**src/sv/imuavg_pkg.sv**
```systemverilog
// ----------------------------------------------------------------------------
// imuavg_pkg
// Shared types and constants for the six-axis averaging decimator.
// ----------------------------------------------------------------------------
package imuavg_pkg;

   localparam int SAMPLE_W = 16;
   localparam int DIV_W    = 10;
   localparam int SUM_W    = SAMPLE_W + DIV_W;
   localparam int TIME_W   = 32;
   localparam int NUM_AXES = 6;
   localparam int AXIS_W   = $clog2(NUM_AXES);
   localparam int CNT_W    = $clog2(SUM_W + 1);

   localparam logic [AXIS_W-1:0] AXIS_GYRO_X  = AXIS_W'(0);
   localparam logic [AXIS_W-1:0] AXIS_GYRO_Y  = AXIS_W'(1);
   localparam logic [AXIS_W-1:0] AXIS_GYRO_Z  = AXIS_W'(2);
   localparam logic [AXIS_W-1:0] AXIS_ACCEL_X = AXIS_W'(3);
   localparam logic [AXIS_W-1:0] AXIS_ACCEL_Y = AXIS_W'(4);
   localparam logic [AXIS_W-1:0] AXIS_ACCEL_Z = AXIS_W'(5);
   localparam logic [AXIS_W-1:0] AXIS_LAST    = AXIS_ACCEL_Z;

   localparam logic [DIV_W-1:0] DIV_OFF  = DIV_W'(0);
   localparam logic [DIV_W-1:0] DIV_PASS = DIV_W'(1);

   typedef logic signed [SAMPLE_W-1:0] sample_type;
   typedef logic signed [SUM_W-1:0]    sum_type;

   typedef struct packed {
      sample_type              gyro_x;
      sample_type              gyro_y;
      sample_type              gyro_z;
      sample_type              accel_x;
      sample_type              accel_y;
      sample_type              accel_z;
      logic [TIME_W-1:0]       sample_time;
   } req_type;

   typedef struct packed {
      sample_type              avg_gyro_x;
      sample_type              avg_gyro_y;
      sample_type              avg_gyro_z;
      sample_type              avg_accel_x;
      sample_type              avg_accel_y;
      sample_type              avg_accel_z;
      logic [TIME_W-1:0]       out_time;
   } rsp_type;

   typedef struct packed {
      logic                    en;
      logic                    fresh;
      logic [AXIS_W-1:0]       sel;
   } acc_ctrl_type;

   typedef enum logic [2:0] {
      ST_IDLE,
      ST_ACCUM,
      ST_DIV_START,
      ST_DIV_WAIT,
      ST_OUT
   } state_type;

   function automatic sample_type axis_of(req_type r, logic [AXIS_W-1:0] idx);
      sample_type v;
      case (idx)
         AXIS_GYRO_X:  v = r.gyro_x;
         AXIS_GYRO_Y:  v = r.gyro_y;
         AXIS_GYRO_Z:  v = r.gyro_z;
         AXIS_ACCEL_X: v = r.accel_x;
         AXIS_ACCEL_Y: v = r.accel_y;
         AXIS_ACCEL_Z: v = r.accel_z;
         default:      v = r.gyro_x;
      endcase
      return v;
   endfunction

endpackage

```
**src/sv/imuavg_accum.sv**
```systemverilog
// ----------------------------------------------------------------------------
// imuavg_accum
// Per-axis running sums, one axis updated per cycle through a shared adder.
// ----------------------------------------------------------------------------
module imuavg_accum (
   input  logic                   clock,
   input  imuavg_pkg::acc_ctrl_type ctrl,
   input  imuavg_pkg::sample_type sample,
   output imuavg_pkg::sum_type    sum_out
);

   imuavg_pkg::sum_type sums_ff [imuavg_pkg::NUM_AXES];
   imuavg_pkg::sum_type sample_ext;
   imuavg_pkg::sum_type sum_in;

   assign sum_out    = sums_ff[ctrl.sel];
   assign sample_ext = imuavg_pkg::sum_type'(sample);

   // first sample of a group replaces the stale sum
   assign sum_in = ctrl.fresh ? sample_ext : sum_out + sample_ext;

   always_ff @(posedge clock) begin
      if (ctrl.en) begin
         sums_ff[ctrl.sel] <= sum_in;
      end
   end

endmodule

```
**src/sv/imuavg_divider.sv**
```systemverilog
// ----------------------------------------------------------------------------
// imuavg_divider
// Bit-serial restoring divider, signed dividend over unsigned divisor,
// one quotient bit per cycle, truncating toward zero.
// ----------------------------------------------------------------------------
module imuavg_divider (
   input  logic                           clock,
   input  logic                           reset,
   input  logic                           start,
   input  imuavg_pkg::sum_type            dividend,
   input  logic [imuavg_pkg::DIV_W-1:0]   divisor,
   output logic                           done,
   output imuavg_pkg::sample_type         quotient
);

   localparam int SUM_W = imuavg_pkg::SUM_W;
   localparam int DIV_W = imuavg_pkg::DIV_W;
   localparam int CNT_W = imuavg_pkg::CNT_W;

   logic                   busy_ff,  busy_in;
   logic                   done_ff,  done_in;
   logic [CNT_W-1:0]       cnt_ff,   cnt_in;
   logic [DIV_W-1:0]       rem_ff,   rem_in;
   logic [SUM_W-1:0]       quo_ff,   quo_in;
   logic [DIV_W-1:0]       dvs_ff,   dvs_in;
   logic                   neg_ff,   neg_in;
   imuavg_pkg::sample_type res_ff,   res_in;

   logic [SUM_W-1:0]       mag;
   logic [DIV_W:0]         trial;
   logic [DIV_W:0]         diff;
   logic                   ge;
   logic [SUM_W-1:0]       q_next;
   logic [SUM_W-1:0]       q_signed;

   assign mag    = dividend[SUM_W-1] ? (~dividend + SUM_W'(1)) : dividend;
   assign trial  = {rem_ff, quo_ff[SUM_W-1]};
   assign ge     = trial >= {1'b0, dvs_ff};
   assign diff   = trial - {1'b0, dvs_ff};
   assign q_next = {quo_ff[SUM_W-2:0], ge};
   assign q_signed = neg_ff ? (~q_next + SUM_W'(1)) : q_next;

   always_comb begin
      busy_in = busy_ff;
      done_in = 1'b0;
      cnt_in  = cnt_ff;
      rem_in  = rem_ff;
      quo_in  = quo_ff;
      dvs_in  = dvs_ff;
      neg_in  = neg_ff;
      res_in  = res_ff;
      if (start) begin
         busy_in = 1'b1;
         cnt_in  = CNT_W'(SUM_W);
         rem_in  = '0;
         quo_in  = mag;
         dvs_in  = divisor;
         neg_in  = dividend[SUM_W-1];
      end else if (busy_ff) begin
         rem_in = ge ? diff[DIV_W-1:0] : trial[DIV_W-1:0];
         quo_in = q_next;
         cnt_in = cnt_ff - CNT_W'(1);
         if (cnt_ff == CNT_W'(1)) begin
            busy_in = 1'b0;
            done_in = 1'b1;
            res_in  = q_signed[imuavg_pkg::SAMPLE_W-1:0];
         end
      end
   end

   always_ff @(posedge clock) begin
      if (reset) begin
         busy_ff <= 1'b0;
         done_ff <= 1'b0;
         cnt_ff  <= '0;
      end else begin
         busy_ff <= busy_in;
         done_ff <= done_in;
         cnt_ff  <= cnt_in;
      end
      rem_ff <= rem_in;
      quo_ff <= quo_in;
      dvs_ff <= dvs_in;
      neg_ff <= neg_in;
      res_ff <= res_in;
   end

   assign done     = done_ff;
   assign quotient = res_ff;

endmodule

```
**src/sv/imu_six_axis_averaging_decimator.sv**
```systemverilog
// ----------------------------------------------------------------------------
// imu_six_axis_averaging_decimator
// Boxcar averaging decimator for six-axis IMU samples.
// ----------------------------------------------------------------------------
// Input channel req_valid/req_ready/req_data carries one sample transaction:
// three gyro axes, three accel axes and a timestamp. Result channel
// rsp_valid/rsp_ready/rsp_data carries the averaged axes and the timestamp
// of the last sample of the group. csr_wr_en/csr_wr_data writes the divisor
// (write only while idle).
// Divisor 0: samples are taken and dropped, group count cleared.
// Divisor 1: each sample comes out unchanged, via the sample register and the output register.
// Divisor N > 1: a sample is summed into the six axis sums, one axis per
// cycle, and req_ready returns once all six are summed. The sample
// that closes a group then runs six divisions through one bit-serial
// divider, one axis after another, before the result is loaded.
// The divider's one bit per cycle sets the rate.
// The result sits in an output register; a stalled receiver does not stop
// intake of samples that leave a group open, but a new result, and with it intake, waits until the held one is taken.
// Reset (synchronous) clears the divisor to 0, the group count and all
// handshake state.
// ----------------------------------------------------------------------------
module imu_six_axis_averaging_decimator (
   input  logic                          clock,
   input  logic                          reset,
   input  logic                          req_valid,
   output logic                          req_ready,
   input  imuavg_pkg::req_type           req_data,
   output logic                          rsp_valid,
   input  logic                          rsp_ready,
   output imuavg_pkg::rsp_type           rsp_data,
   input  logic                          csr_wr_en,
   input  logic [imuavg_pkg::DIV_W-1:0]  csr_wr_data
);

   localparam int DIV_W  = imuavg_pkg::DIV_W;
   localparam int AXIS_W = imuavg_pkg::AXIS_W;

   imuavg_pkg::state_type  state_ff, state_in;
   logic [DIV_W-1:0]       div_ff;
   logic [DIV_W-1:0]       count_ff, count_in;
   logic                   fresh_ff, fresh_in;
   logic                   pass_ff,  pass_in;
   logic [AXIS_W-1:0]      axis_ff,  axis_in;
   imuavg_pkg::req_type    sample_ff;
   imuavg_pkg::sample_type avg_ff [imuavg_pkg::NUM_AXES];
   logic                   rsp_valid_ff, rsp_valid_in;
   imuavg_pkg::rsp_type    rsp_ff, rsp_in;

   imuavg_pkg::acc_ctrl_type acc_ctrl;
   imuavg_pkg::sum_type      sum_out;
   logic                     div_start;
   logic                     div_done;
   imuavg_pkg::sample_type   quotient;
   logic                     accept;
   logic                     out_free;

   imuavg_accum u_accum (
      .clock   (clock),
      .ctrl    (acc_ctrl),
      .sample  (imuavg_pkg::axis_of(sample_ff, axis_ff)),
      .sum_out (sum_out)
   );

   imuavg_divider u_divider (
      .clock    (clock),
      .reset    (reset),
      .start    (div_start),
      .dividend (sum_out),
      .divisor  (count_ff),
      .done     (div_done),
      .quotient (quotient)
   );

   assign req_ready = (state_ff == imuavg_pkg::ST_IDLE);
   assign accept    = req_valid && req_ready;
   assign out_free  = !rsp_valid_ff || rsp_ready;

   always_comb begin
      state_in     = state_ff;
      count_in     = count_ff;
      fresh_in     = fresh_ff;
      pass_in      = pass_ff;
      axis_in      = axis_ff;
      rsp_valid_in = rsp_valid_ff && !rsp_ready;
      rsp_in       = rsp_ff;
      acc_ctrl     = '{en: 1'b0, fresh: fresh_ff, sel: axis_ff};
      div_start    = 1'b0;
      case (state_ff)
         imuavg_pkg::ST_IDLE: begin
            if (accept) begin
               if (div_ff == imuavg_pkg::DIV_OFF) begin
                  count_in = '0;
               end else if (div_ff == imuavg_pkg::DIV_PASS) begin
                  count_in = '0;
                  pass_in  = 1'b1;
                  state_in = imuavg_pkg::ST_OUT;
               end else begin
                  fresh_in = (count_ff == '0);
                  count_in = count_ff + DIV_W'(1);
                  pass_in  = 1'b0;
                  axis_in  = '0;
                  state_in = imuavg_pkg::ST_ACCUM;
               end
            end
         end
         imuavg_pkg::ST_ACCUM: begin
            acc_ctrl.en = 1'b1;
            if (axis_ff == imuavg_pkg::AXIS_LAST) begin
               axis_in = '0;
               // a lowered divisor also closes the group here
               state_in = (count_ff >= div_ff) ? imuavg_pkg::ST_DIV_START
                                                : imuavg_pkg::ST_IDLE;
            end else begin
               axis_in = axis_ff + AXIS_W'(1);
            end
         end
         imuavg_pkg::ST_DIV_START: begin
            div_start = 1'b1;
            state_in  = imuavg_pkg::ST_DIV_WAIT;
         end
         imuavg_pkg::ST_DIV_WAIT: begin
            if (div_done) begin
               if (axis_ff == imuavg_pkg::AXIS_LAST) begin
                  axis_in  = '0;
                  count_in = '0;
                  state_in = imuavg_pkg::ST_OUT;
               end else begin
                  axis_in  = axis_ff + AXIS_W'(1);
                  state_in = imuavg_pkg::ST_DIV_START;
               end
            end
         end
         imuavg_pkg::ST_OUT: begin
            if (out_free) begin
               rsp_valid_in = 1'b1;
               if (pass_ff) begin
                  rsp_in = '{avg_gyro_x:  sample_ff.gyro_x,
                             avg_gyro_y:  sample_ff.gyro_y,
                             avg_gyro_z:  sample_ff.gyro_z,
                             avg_accel_x: sample_ff.accel_x,
                             avg_accel_y: sample_ff.accel_y,
                             avg_accel_z: sample_ff.accel_z,
                             out_time:    sample_ff.sample_time};
               end else begin
                  rsp_in = '{avg_gyro_x:  avg_ff[imuavg_pkg::AXIS_GYRO_X],
                             avg_gyro_y:  avg_ff[imuavg_pkg::AXIS_GYRO_Y],
                             avg_gyro_z:  avg_ff[imuavg_pkg::AXIS_GYRO_Z],
                             avg_accel_x: avg_ff[imuavg_pkg::AXIS_ACCEL_X],
                             avg_accel_y: avg_ff[imuavg_pkg::AXIS_ACCEL_Y],
                             avg_accel_z: avg_ff[imuavg_pkg::AXIS_ACCEL_Z],
                             out_time:    sample_ff.sample_time};
               end
               state_in = imuavg_pkg::ST_IDLE;
            end
         end
         default: begin
            state_in = imuavg_pkg::ST_IDLE;
         end
      endcase
   end

   always_ff @(posedge clock) begin
      if (reset) begin
         state_ff     <= imuavg_pkg::ST_IDLE;
         div_ff       <= imuavg_pkg::DIV_OFF;
         count_ff     <= '0;
         fresh_ff     <= 1'b0;
         pass_ff      <= 1'b0;
         axis_ff      <= '0;
         rsp_valid_ff <= 1'b0;
      end else begin
         state_ff     <= state_in;
         count_ff     <= count_in;
         fresh_ff     <= fresh_in;
         pass_ff      <= pass_in;
         axis_ff      <= axis_in;
         rsp_valid_ff <= rsp_valid_in;
         if (csr_wr_en) begin
            div_ff <= csr_wr_data;
         end
      end
      rsp_ff <= rsp_in;
      if (accept) begin
         sample_ff <= req_data;
      end
      if (state_ff == imuavg_pkg::ST_DIV_WAIT && div_done) begin
         avg_ff[axis_ff] <= quotient;
      end
   end

   assign rsp_valid = rsp_valid_ff;
   assign rsp_data  = rsp_ff;

endmodule
```
**config.mk**
```make
export PLATFORM = sky130hd
export DESIGN_NAME = imu_six_axis_averaging_decimator
export DESIGN_NICKNAME = d
export VERILOG_FILES = /design/src/sv/imuavg_pkg.sv /design/src/sv/imuavg_accum.sv /design/src/sv/imuavg_divider.sv /design/src/sv/imu_six_axis_averaging_decimator.sv
export SDC_FILE = /design/constraint.sdc
export NUM_CORES = 1
export LEC_CHECK = 0
export BUFFER_PORTS_ARGS = -buffer_cell sky130_fd_sc_hd__buf_2
export CAP_MARGIN = 20
export CORE_ASPECT_RATIO = 0.8
export CORE_MARGIN = 4
export CORE_UTILIZATION = 55
export DETAILED_ROUTE_END_ITERATION = 8
export GPL_TIMING_DRIVEN = 0
export PLACE_DENSITY = 0.82
export SLEW_MARGIN = 40
export SYNTH_ARGS = -nofsm -noshare
export SYNTH_HDL_FRONTEND = slang
export SYNTH_SLANG_ARGS = --single-unit
```
**constraint.sdc**
```tcl
create_clock -name clock -period 6.5 [get_ports clock]
set_clock_uncertainty 0.15 [all_clocks]
set_input_delay 0 -clock clock [delete_from_list [all_inputs] [get_ports clock]]
set_output_delay 0 -clock clock [all_outputs]
set_load 0.005 [all_outputs]
```
# After elaboration in Yosys (flattened, before gate mapping)
# Memories as Yosys holds them, arrays and structs flattened. A register that Yosys moved wholly into a read port is not among the register bits.
# Cells that the tools add are included.
# totals
reg_bits,355
ramBits,252
inputBits,143
out_inout_bits,130
word_cells,132
n_memories,2
# mem_list
name,words,width,read_ports,rd_ports_with_merged_regs,write_ports,line,source
u_accum.sums_ff,6,26,1,1,1,imuavg_accum.sv:12,imuavg_pkg::sum_type sums_ff [imuavg_pkg::NUM_AXES];
avg_ff,6,16,6,0,1,imu_six_axis_averaging_decimator.sv:45,imuavg_pkg::sample_type avg_ff [imuavg_pkg::NUM_AXES];
# classes
add_sub_neg,7
n_lt_le_gt_ge,2
n_eq_ne,18
mux,46
bitwise,6
reduce_logical,21
# ops
operator,n
$mux 128,1
$mux 26,4
$pmux 16 s5,1
$mux 10,6
$mux 3,14
$add 26x16->26,1
$add 26x2->26 const B,1
$not 26->26,1
$logic_not 10->1,2
$pmux 10 s2,1
$add 16x1->16 const B,1
$mux 16,1
$not 16->16,1
$pmux 3 s5,1
$mux 1,13
$eq 3x2->1 const B,4
$ge 11x10->1,1
$add 10x1->10 const B,1
$eq 10x1->1 const B,1
$ge 10x10->1,1
$mux 5,2
$ne 2x2->1 const B,5
$reduce_and 5->1,2
$sub 10x10->10,1
other kinds (20),33

# Longest topological paths before layout
# logic_depth
depth_word,7
ltp_mapped,21
depth_no_buf,17

# Cells and area by module
# From an unflattened synthesis, not the netlist that was laid out.
# hier_totals
cells_unflattened,1678
area_unflattened_um2,25635.8
# modules_own_cells
mod,n_inst,cells_each,area_per_inst_um2,seq_area_each_um2
imu_six_axis_averaging_decimator,1,741,14098.5,11150.7
imuavg_accum,1,557,7577.3,4684.5
imuavg_divider,1,380,3960.0,1931.9

# Worst setup path before layout
# No wires, ideal clock.
# synth_path
kind,reg2reg
start,reg axis_ff[2]
end,mem u_accum.sums_ff[0][25] (netlist bit) (data pin)
setup_ns,0.311
arrival_time_ns,4.406
t_required_ns,6.039
path_slack_ns,1.632
path_stages_with_launch,19
n_path_buf,4
synth_period_minus_slack_ns,4.868
cell_sequence,dfxtp_1 clkbuf_1 clkinv_1 clkbuf_1 ha_1 clkbuf_1 a21o_1 clkbuf_1 a21oi_1 ha_1 a21o_1 a21oi_1 o21ai_0 a21o_1 a31o_2 a41oi_1 nor4_1 a311oi_1 xnor2_1
# synth_via
elab_chain_cells,4
elab_cells_between_ends,8
cone_classes,1 x add/sub; 5 x eq/ne; 2 x mux
# synth_lines
item,line,source
"start, declared",imu_six_axis_averaging_decimator.sv:43,"logic [AXIS_W-1:0] axis_ff, axis_in;"
"start signal, assigned",imu_six_axis_averaging_decimator.sv:176,axis_ff <= axis_in;
$eq 3x3->1 (tied with other cells),imuavg_pkg.sv:65,case (idx)
$pmux 16 s5 *,imuavg_pkg.sv:65,
$add 26x16->26,imuavg_accum.sv:20,assign sum_in = ctrl.fresh ? sample_ext : sum_out + sample_ext;
$mux 26 *,imuavg_accum.sv:20,
net u_accum.sum_in[25],imuavg_accum.sv:14,imuavg_pkg::sum_type sum_in;
"end, declared",imuavg_accum.sv:12,
# Mark *: on every way through the listed nets, which the timed path passes. The rest lies on a longest branch.

# Worst setup path after layout
# layout_path
start,reg axis_ff[2]
end,mem u_accum.sums_ff[2][24] (netlist bit) (data pin)
# The elaborated chain is that of the path after synthesis.

==> reports/results.ini <==
[synth]
synthFlopType=edfxtp_1
synth_edf_count=561
synth.avg_cell_area_sq_um=15.3
async_reset_ff_frac=0
synth_fp_nets=1861
synth.cell_area_sq_mm=0.0255
synth_cell_types=73
ys_warn_count=0
synthesis.instances=1664
synth-seq-cells=610
yosysSeqAreaShare=0.700

[placed_design]
dp_hpwl_um=47600
place_inst=2572
post_dp_cell_area_sq_mm=0.0282
place_congestion=0.932
numPortBuffers=270

[power_and_ir_drop]
fin_total_pwr_mw=11.6
peakVddDrop_uv=263
p_leak_nw=11.9
pwr_density_cell_mw_per_mm2=354

[flow_run]
drv_cap=0

[cts]
cts_setup_buffers=0
cts.clk_slew.worst_paths_ns=0.07
htreeDepth=2
root_buffer=clkbuf_16
cts.sinks=610
insertion_delay_ns=0.65
ctsLongestPathBuffers=3
numCtsBuffers=54
cts_tree=built

[worst_setup_path]
path_cells=clkbuf_2, clkinv_1, clkbuf_2, ha_1, clkbuf_1, clkbuf_2, a221oi_1, a21oi_1, ha_1, a21o_1, a21o_1, a21o_1, or3_1, o31ai_2, o21ai_0, a31oi_1, xnor2_1, o21ai_1
r2r_start=axis_ff[2]
r2r_cells=18
rrSetupSlack_ns=0.08
cp.required_ns=6.69
crit_path_max_fanout=10
crit_type=flop to flop
start_kind=flop
cp-startpoint=axis_ff[2]
endpoint=u_accum.sums_ff[2][24]
critPathMaxStageDelay_ns=0.51
end_kind=flop
crit_slowest_cell=a221oi_1
critPathArrivalTime_ns=6.61
r2r-end=u_accum.sums_ff[2][24]

[cells_and_area]
finalInstanceArea_sq_mm=0.0328
syn_to_final_growth_pct=28.6
final_common_cell=edfxtp_1
n_fill_cell=2680
layout_common_cells=561 x edfxtp_1, 277 x buf_2, 275 x dlygate4sd3_1
drive_gt1_frac=0.259
final_util=0.717
final_cells=2950
nets=2487

[global_routing]
antenna_found_initial=2
overflow=0
grt_max_degree=44
grt_usage=0.323
grt_pass1_wl_um=122000
grt_pass1_vias=18900

[die]
die_area_sq_mm=0.0499
row_count=70
ios=273
start_util=0.557
coreArea_sq_mm=0.0457
die_w_um=249
die_h_um=201

[drt]
ant_nets=0
dr.pass1.iters=8
via_per_inst=6.33
routed_wl_um=82800
drc=0
avgRoutedWirePerCell_um=28.1
drtIter0Drc=2937
vias=18700

[sta]
tightestPinTransition_ns=0.897
max_slew_margin=0.398
rsz0062_at_grt=no
maxSlewViolCount=0
finalSetupViolations=0
post-route-period-util=0.988
timing.fmax_ghz=0.156
min_period_ns=6.42
finalHoldViolCount=0

[worst_hold_path]
hold_path.class=input pin to flop

[run_status]
outcome=completed

## worst min path at each step
stage / startpoint / to / slack (ns) / depth (start not counted)
floorplan: req_data[0] / sample_ff[0] / -0.05 / 0
global placement: req_data[26] / sample_ff[26] / 0.03 / 1
detailed placement: req_data[52] / sample_ff[52] / 0.03 / 1
CTS: req_data[93] / sample_ff[93] / 0.007 / 2
global route: req_data[93] / sample_ff[93] / 0.004 / 2
finish: req_data[126] / sample_ff[126] / 0.01 / 2
## cell type report
cell class | count | area [sq um] | share of cell area
Clock inverter | 33 | 314 | 0.00958
Clock buffer | 69 | 1450 | 0.0442
Timing Repair Buffer | 571 | 4590 | 0.140
Antenna cell | 2 | 5.00 | 0.000153
Sequential cell | 610 | 17800 | 0.544
Buffer | 64 | 319 | 0.00974
Multi-Input combinational cell | 936 | 7290 | 0.223
Tap cell | 612 | 766 | 0.0234
Inverter | 53 | 199 | 0.00607
## routing by layer
layer / GRT usage / wire, um / share of wire
met1: 0.416 / 29300 / 0.35
met2: 0.518 / 38900 / 0.47
met3: 0.0738 / 9250 / 0.11
met4: 0.170 / 5370 / 0.065
met5: 0 / 0 / 0
## timing repair
action	in CTS	in global routing
pin swaps	0	0
hold buffers	273	2
gates resized for setup	5	14
hold endpoints to repair	180	2
endpoints found under the setup margin	48	84
## cells by family (layout without fill, tap and decap cells)
kind of cell,Yosys count,in the layout,synth area share
AO/OA/AOI/OAI,287,287,0.0703
XOR/XNOR,74,74,0.0254
adder cells (fa/ha/maj),54,54,0.0271
buffers and inverters,118,790,0.0197
flip-flops,610,610,0.700
multiplexers,203,203,0.0982
other,0,2,0
AND/OR/NAND/NOR,318,318,0.0597
## state kept, by name, summed over array words and instances (netlist names), 3 cells and up, named ones only
signal	cells
u_divider.cnt_ff	5
u_divider.quo_ff	26
u_divider.dvs_ff	10
rsp_data	128
u_accum.sums_ff	156
count_ff	10
sample_ff	128
div_ff	10
u_divider.rem_ff	10
axis_ff	3
avg_ff	96
state_ff	3
u_divider.quotient	16
## synthesized netlist by cell type, types with 6 or more instances
cell | n | area share
nor2_1 | 110 | 0.016
o21ai_0 | 76 | 0.015
mux2i_1 | 44 | 0.017
ha_1 | 52 | 0.026
mux2_2 | 134 | 0.059
inv_1 | 50 | 0.0074
nor3_1 | 22 | 0.0043
buf_1 | 6 | 0.00088
nor2b_1 | 9 | 0.0022
and3_1 | 8 | 0.0020
o31ai_1 | 10 | 0.0029
nand3_1 | 11 | 0.0022
nor4_1 | 8 | 0.0020
clkbuf_1 | 45 | 0.0066
a221oi_1 | 14 | 0.0048
o211ai_1 | 9 | 0.0027
dfxtp_1 | 49 | 0.038
o21a_1 | 10 | 0.0029
nand2b_1 | 9 | 0.0022
mux4_2 | 24 | 0.021
edfxtp_1 | 561 | 0.66
xnor2_1 | 53 | 0.018
and2_1 | 6 | 0.0015
or3_1 | 7 | 0.0017
a22oi_1 | 6 | 0.0018
nand2_1 | 91 | 0.013
a31oi_1 | 9 | 0.0022
nand4_1 | 11 | 0.0027
a21o_1 | 25 | 0.0074
a21oi_1 | 85 | 0.017
o21ai_1 | 8 | 0.0016
xor2_1 | 21 | 0.0072
## worst max-delay path: cells and delay by family, from the launching register on
kind,cells,cell delay (ns)
AO/OA/AOI/OAI,9,2.62
XOR/XNOR,1,0.09
adder cells (fa/ha/maj),2,0.73
buffers and inverters,5,1.82
flip-flops,1,0.40
AND/OR/NAND/NOR,1,0.32
## report_power, final
group          switching (mW)  internal, mW  total (mW)  leakage, nW
logic                    1.95          1.18        3.14         5.50
clock network            1.58          1.75        3.33        0.862
registers               0.143          4.99        5.13         5.54
## per-stage QoR
| stage | setup slack, ns | TNS [ns] | hold slack (ns) |
|---|---|---|---|
| after global placement | -0.477 | -12.78 | 0.0263 |
| final | 0.0793 | 0 | 0.0131 |
| after CTS | 0.0121 | 0 | 0.00714 |
| after global routing | 0.0422 | 0 | 0.00430 |
| after detailed placement | -0.386 | -9.50 | 0.0281 |
| after floorplan | 1.63 | 0 | -0.0511 |
Note: power is estimated with default switching activity, not from simulation.
